<file path="src/hw/rtl/five_ary_min_max_priority_queue_unit_defines.svh">
// Assertion macros for the min/max priority queue unit.
// Used by the top level only; expands to nothing when SYNTHESIS is defined.
`ifndef FIVE_ARY_MIN_MAX_PRIORITY_QUEUE_UNIT_DEFINES_SVH
`define FIVE_ARY_MIN_MAX_PRIORITY_QUEUE_UNIT_DEFINES_SVH

`ifndef SYNTHESIS
`define FMMPQ_ASSERT(label, prop) \
  label: assert property (@(posedge clk) disable iff (rst) (prop)) \
    else $error("fmmpq assertion failed");
`define FMMPQ_ASSERT_NEXT(label, ante, cons) \
  label: assert property (@(posedge clk) disable iff (rst) (ante) |=> (cons)) \
    else $error("fmmpq assertion failed");
`else
`define FMMPQ_ASSERT(label, prop)
`define FMMPQ_ASSERT_NEXT(label, ante, cons)
`endif

`endif

</file>
<file path="src/hw/rtl/fmmpq_pkg.sv">
// Types and codes shared by the priority queue cells and the top level.
// No dependencies.
package fmmpq_pkg;

  localparam int KEY_W    = 32;
  localparam int KIND_W   = 2;
  localparam int STATUS_W = 2;
  localparam int COUNT_W  = 10;

  typedef logic signed [KEY_W-1:0] key_t;

  // operation codes of an input item
  localparam logic [KIND_W-1:0] KIND_INSERT  = 2'd0;
  localparam logic [KIND_W-1:0] KIND_POP_MIN = 2'd1;
  localparam logic [KIND_W-1:0] KIND_POP_MAX = 2'd2;

  // result status codes
  localparam logic [STATUS_W-1:0] STATUS_OK    = 2'd0;
  localparam logic [STATUS_W-1:0] STATUS_FULL  = 2'd1;
  localparam logic [STATUS_W-1:0] STATUS_EMPTY = 2'd2;

  typedef struct packed {
    logic [KIND_W-1:0] kind;
    key_t              key_value;
  } op_t;

  typedef struct packed {
    logic [STATUS_W-1:0] status;
    key_t                removed_key;
    key_t                min_key;
    key_t                max_key;
    logic [COUNT_W-1:0]  held_count;
  } res_t;

  // command broadcast to every cell
  typedef enum logic [1:0] {
    CMD_HOLD,
    CMD_INSERT,
    CMD_POP_MIN,
    CMD_POP_MAX
  } cell_cmd_t;

  typedef struct packed {
    cell_cmd_t cmd;
    logic      launch;   // load the tail probe
  } cell_ctl_t;

  // token that carries the tail key toward the head cell
  typedef struct packed {
    logic vld;
    key_t key;
  } probe_t;

endpackage

</file>
<file path="src/hw/rtl/fmmpq_cell.sv">
// One slot of the sorted key chain, plus one stage of the tail probe line.
// Depends on fmmpq_pkg.
module fmmpq_cell (
  input  logic                 clk,
  input  logic                 rst,
  input  fmmpq_pkg::cell_ctl_t ctl,
  input  fmmpq_pkg::key_t      ins_key,
  input  fmmpq_pkg::key_t      prev_key,
  input  logic                 prev_valid,
  input  logic                 prev_goes,
  input  fmmpq_pkg::key_t      next_key,
  input  logic                 next_valid,
  input  fmmpq_pkg::probe_t    next_probe,
  output fmmpq_pkg::key_t      key,
  output logic                 valid,
  output logic                 goes,
  output fmmpq_pkg::probe_t    probe
);

  // new key lands here or below: keys stay ascending, equal keys keep order
  assign goes = !valid || (ins_key < key);

  always_ff @(posedge clk) begin
    if (rst) begin
      valid     <= 1'b0;
      probe.vld <= 1'b0;
    end else begin
      case (ctl.cmd)
        fmmpq_pkg::CMD_INSERT: begin
          if (prev_goes) begin
            valid <= prev_valid;
          end else if (goes) begin
            valid <= 1'b1;
          end
        end
        fmmpq_pkg::CMD_POP_MIN: valid <= next_valid;
        fmmpq_pkg::CMD_POP_MAX: valid <= valid && next_valid;  // drop the tail
        default: ;
      endcase
      if (ctl.launch) begin
        probe.vld <= valid && !next_valid;
      end else begin
        probe.vld <= next_probe.vld;
      end
    end
    case (ctl.cmd)
      fmmpq_pkg::CMD_INSERT: begin
        if (prev_goes) begin
          key <= prev_key;
        end else if (goes) begin
          key <= ins_key;
        end
      end
      fmmpq_pkg::CMD_POP_MIN: key <= next_key;
      default: ;
    endcase
    if (ctl.launch) begin
      probe.key <= key;
    end else begin
      probe.key <= next_probe.key;
    end
  end

endmodule

</file>
<file path="config.mk">
export PLATFORM = sky130hd
export DESIGN_NAME = fmmpq_cell
export DESIGN_NICKNAME = d
export VERILOG_FILES = /design/src/hw/rtl/five_ary_min_max_priority_queue_unit_defines.svh /design/src/hw/rtl/fmmpq_pkg.sv /design/src/hw/rtl/fmmpq_cell.sv
export SDC_FILE = /design/constraint.sdc
export NUM_CORES = 1
export LEC_CHECK = 0
export BUFFER_PORTS_ARGS = -buffer_cell sky130_fd_sc_hd__buf_4
export CAP_MARGIN = 30
export CORE_MARGIN = 2
export CORE_UTILIZATION = 37
export DETAILED_ROUTE_END_ITERATION = 10
export GPL_ROUTABILITY_DRIVEN = 0
export PLACE_DENSITY = 0.79
export SETUP_SLACK_MARGIN = 0.4
export SYNTH_ARGS = -nofsm -noshare
export SYNTH_HDL_FRONTEND = slang
export SYNTH_SLANG_ARGS = --single-unit
export TNS_END_PERCENT = 20
</file>
<file path="constraint.sdc">
create_clock -name clk -period 7.3 [get_ports clk]
set_input_delay 0.365 -clock clk [delete_from_list [all_inputs] [get_ports clk]]
set_output_delay 0.365 -clock clk [all_outputs]
set_load 0.01 [all_outputs]
</file>
==> results.cfg, run 1 <==
[run_status]
outcome = finished, final reports clean

[route]
ant_nets = 0
routed_wl_um = 10250
routedWlPerCell_um = 15.19
vias = 3254
first_pass_iters = 4
wl_met2_um = 5312
post_drt_via_cell_ratio = 4.821
wl_met1_um = 4157
drt_iter0_drc = 56
top_layer = met4
drcViolationCount = 0
wl_met3_um = 612

[cells_and_area]
finalNonFillerCells = 675
multi_input_area_um2 = 1737
num_antenna_cells = 0
fillers = 828
final_core_util_pct = 57.91
layout-drive-gt1-share_pct = 46.89
seq_area_um2 = 1642
area_growth_pct = 50.89
nNetsFinal = 711

[sta]
slew_headroom_pct = 56.76
setup_tns_ps = 0
slew_violations = 0
worstMarginPinSlew_ps = 648.6
holdWs_ps = 216.7
fin_skew_ps = 8.094
hold_viol = 0
setup_viol = 0
period_share_pct = 38.71
period_needed_ps = 2826
rsz0062_at_grt = no
max_freq_mhz = 353.9

[yosys]
yosysSeqAreaShare_pct = 45.86
avgSynthCellArea_um2 = 10.47
syn_area_um2 = 3580
yosys_warnings = 0
synth.most_common_cell = nand2_1
ys_seq_elements = 66
yosysTopAreaCell = edfxtp_1
async_flop_share_pct = 0
postSynthCellCount = 342
synth_area_leaders = edfxtp_1 27%, dfxtp_1 19%, ha_1 11%, mux2_2 10%, mux2i_1 8.9%
synth.distinct_cells = 30
syn-num-nets = 510
synth_edf_count = 32
netlist.area_leader.share_pct = 26.84
synth_common_cells = 44 x nand2_1, 43 x o21ai_0, 35 x inv_1, 34 x dfxtp_1
synth_flop_cell = dfxtp_1

[worst_hold_path]
min_path_type = input port to flop
hold_path_depth = 2
hold_start = rst
hold_end = probe[32]

[die]
start_util_pct = 38.38
die_y_um = 102.4
io_pins = 204
dieArea_um2 = 10480
rows = 35
die_w_um = 102.4
core_um2 = 9328

[clock_tree]
clockBufferDepth = 2
cts.hold.buffers_added = 0
cts_buffers = 9
htreeDepth = 3
cts_setup_buffers = 0
cts_sinks = 66
root_buffer = clkbuf_8
ctsResizeCount = 0
clk_pin_slew_worst_paths_ps = 70
tritoncts = built
clk_latency_ps = 340

[global_routing]
grt_use_total_pct = 19.33
grt_max_degree = 68
antenna_found_initial = 0
grt-ovfl-total = 0
grt_first_pass_wirelength_um = 15610
grt_pass1_vias = 3363

[critical_path]
reg2reg_depth = 8
crit_required_ps = 7340
critical_path.max_fanout = 19
r2r_start = key[1]
crit_type = flop to flop
startpoint_type = flop
end_kind = flop
critPathArrivalTime_ps = 2870
r2r_setup_slack_ps = 4470
timing.rr.end = key[9]

[place]
dp.final_hpwl_um = 8023
dp.cells = 660
portBuffers = 203

[power]
p_total_w = 0.0009723
vdd_ir_drop_max_mv = 0.08907
powerDensity_nw_per_um2 = 180.0
power.leakage_nw = 2.599

[run]
cap_violations = 0
cell families (layout without fill, tap and decap cells):
kind of cell / after synthesis / in the layout / synth area share [%]
flops: 66 / 66 / 45.86
fa+ha+maj: 31 / 31 / 10.84
buf+inv: 50 / 254 / 6.082
compound gates: 67 / 67 / 10.28
mux: 64 / 64 / 19.01
simple gates: 64 / 64 / 7.935
cell type report:
class                           count  share of cell area, %
Timing Repair Buffer              205                  29.09
Clock inverter                      3                 0.3243
Tap cell                          129                  2.988
Sequential cell                    66                  30.39
Multi-Input combinational cell    226                  32.15
Inverter                           35                  2.432
Clock buffer                       11                  2.618
placed cells by master (no fill, tap or decap), types with 2 or more instances in the layout:
master,synthesis,routed
a21oi_1,16,16
o21ai_0,43,43
edfxtp_1,32,32
a22oi_1,2,2
buf_4,4,203
mux2i_1,32,32
o211ai_1,2,2
ha_1,31,31
inv_1,35,35
mux2_2,32,32
clkinv_2,0,2
clkbuf_8,0,10
nor3_1,4,4
nand2_1,44,44
nor2_1,7,7
dfxtp_1,34,34
critical path: stages, from the launching register on:
cell      delay (ps)
edfxtp_1         420
inv_1             80
ha_1             210
o21ai_0          160
nor2_1            70
o311ai_1         480
nand4_1          250
a31oi_4          610
buf_16           240
worst max-delay path by stage:
| stage | startpoint | end |
|---|---|---|
| detailed placement | ins_key[1] | key[5] |
| finish | key[1] | key[9] |
| floorplan | key[19] | key[0] |
| global placement | ins_key[1] | key[0] |
| CTS | key[1] | key[21] |
| global route | key[1] | key[21] |
sequential cells by signal, indices dropped and copies added, names as in the netlist:
signal,count
probe,33
key,32
valid,1
where the power goes:
part           total (W)  internal, W  switching [W]
Sequential      0.000449     0.000430      0.0000196
Clock           0.000268     0.000128       0.000140
Combinational   0.000255     0.000143       0.000112
per-layer routing:
layer  GRT usage (%)  vias up
li1                -     1603
met1           22.00     1512
met2           35.27      123
met3           4.378       16
met4           7.179        0
met5               0        -
metrics by stage:
stage	setup slack, ps	area (µm²)
floorplan	3734	3580
global placement	4239	5195
detailed placement	4448	5223
CTS	4417	5381
global route	4300	5401
finish	4474	5401
No activity file was read; power rests on OpenSTA's default activity.
==> inputs of run 2 (changes only) <==
Clock period 7.3 ns to 2.9 ns, I/O delays scaled along.
==> results.cfg, run 2 (synthesized netlist as in run 1, its figures left out) <==
[run_status]
outcome = finished, final reports clean

[route]
routedWlPerCell_um = 15.26
vias = 3270
routed_wl_um = 10410
ant_nets = 0
drcViolationCount = 0
post_drt_via_cell_ratio = 4.795
drt_iter0_drc = 86
first_pass_iters = 4

[critical_path]
end_kind = flop
crit_required_ps = 2910
critPathArrivalTime_ps = 2320
critical_path.max_fanout = 16
r2r_setup_slack_ps = 600
startpoint_type = flop
crit_type = flop to flop

[worst_hold_path]
min_path_type = input port to flop

[power]
powerDensity_nw_per_um2 = 459.7
power.leakage_nw = 2.625
p_total_w = 0.002503
vdd_ir_drop_max_mv = 0.2435

[sta]
worstMarginPinSlew_ps = 593.8
rsz0062_at_grt = no
max_freq_mhz = 434.1
setup_tns_ps = 0
slew_headroom_pct = 60.41
slew_violations = 0
setup_viol = 0
fin_skew_ps = 18.34
period_share_pct = 79.43
hold_viol = 0
period_needed_ps = 2303

[global_routing]
grt-ovfl-total = 0
antenna_found_initial = 0
grt_max_degree = 37
grt_first_pass_wirelength_um = 15710
grt_use_total_pct = 19.86
grt_pass1_vias = 3289

[clock_tree]
cts_sinks = 66
root_buffer = clkbuf_8
clockBufferDepth = 2
clk_latency_ps = 340
clk_pin_slew_worst_paths_ps = 80
tritoncts = built
htreeDepth = 3
cts_buffers = 9

[cells_and_area]
mostFrequentLayoutCell = buf_4
largest_reg_flops = 33
mostFrequentLayoutCells = 209 x buf_4, 44 x nand2_1, 40 x o21ai_0
area_growth_pct = 52.08
layout-drive-gt1-share_pct = 47.56
num_antenna_cells = 0
reg_top3 = probe x33, key x32, valid x1
top_register = probe
nNetsFinal = 716

[place]
dp.final_hpwl_um = 8333
portBuffers = 203

[run]
cap_violations = 0

[die]
die_w_um = 102.4
rows = 35
die_y_um = 102.4
dieArea_um2 = 10480
start_util_pct = 38.38
core_um2 = 9328
io_pins = 204
[run 2: routing by layer]
layer	part of all wire (%)	global-route usage (%)	up-vias	wire length (µm)
met5	0	0	-	0
met4	1.5	6.872	0	151
met3	7.1	4.651	13	735
met2	52	37.45	142	5437
met1	39	21.67	1502	4082
li1	-	-	1613	-
[run 2: power by group]
| group | internal [W] | switching [W] |
|---|---|---|
| logic | 0.000361 | 0.000296 |
| registers | 0.00108 | 0.0000447 |
| clock network | 0.000357 | 0.000363 |
| total | 0.00180 | 0.000704 |
[run 2: final cells by class]
| type | instances | area (µm²) |
|---|---|---|
| Fill cell | 834 | 3884 |
| Sequential cell | 66 | 1642 |
| Multi-Input combinational cell | 226 | 1749 |
| Tap cell | 129 | 161.4 |
| Timing Repair Buffer | 210 | 1579 |
| Inverter | 35 | 131.4 |
| Clock buffer | 12 | 155.1 |
| Clock inverter | 4 | 26.28 |
[run 2: final timing paths]
path | start | endpoint | cells after the start
hold reg to reg | valid | probe[32] | 2
setup reg to reg | key[13] | key[20] | 8
hold / removal | next_probe[6] | probe[6] | 2
setup / recovery | key[13] | key[20] | 8
[run 2: metrics by stage]
| stage | std cells | area (µm²) | utilization (%) | hold slack, ps | worst slack [ps] |
|---|---|---|---|---|---|
| after floorplan | 342 | 3595 | - | 214.1 | 481.9 |
| after global placement | 662 | 5218 | 55.94 | 320.1 | 589.4 |
| after detailed placement | 662 | 5218 | 55.94 | 326.5 | 521.7 |
| after CTS | 679 | 5409 | 57.99 | 11.08 | 452.2 |
| after global routing | 682 | 5444 | 58.36 | 5.908 | 403.7 |
| final | 682 | 5444 | 58.36 | 21.39 | 596.6 |
[run 2: worst max-delay path, stage by stage, from the launching register on]
cell and delay [ps]:
edfxtp_1 440, inv_1 80, ha_1 230, a21oi_1 160, o21ai_1 130, a211oi_2 240, nand4_1 210, a31oi_4 220
buf_4 280
[run 2: what timing repair did]
item	in CTS	in global routing
resized for setup	0	5
setup endpoints to repair	0	22
buffers inserted	0	3
hold buffers	1	0
hold endpoints to repair	2	0
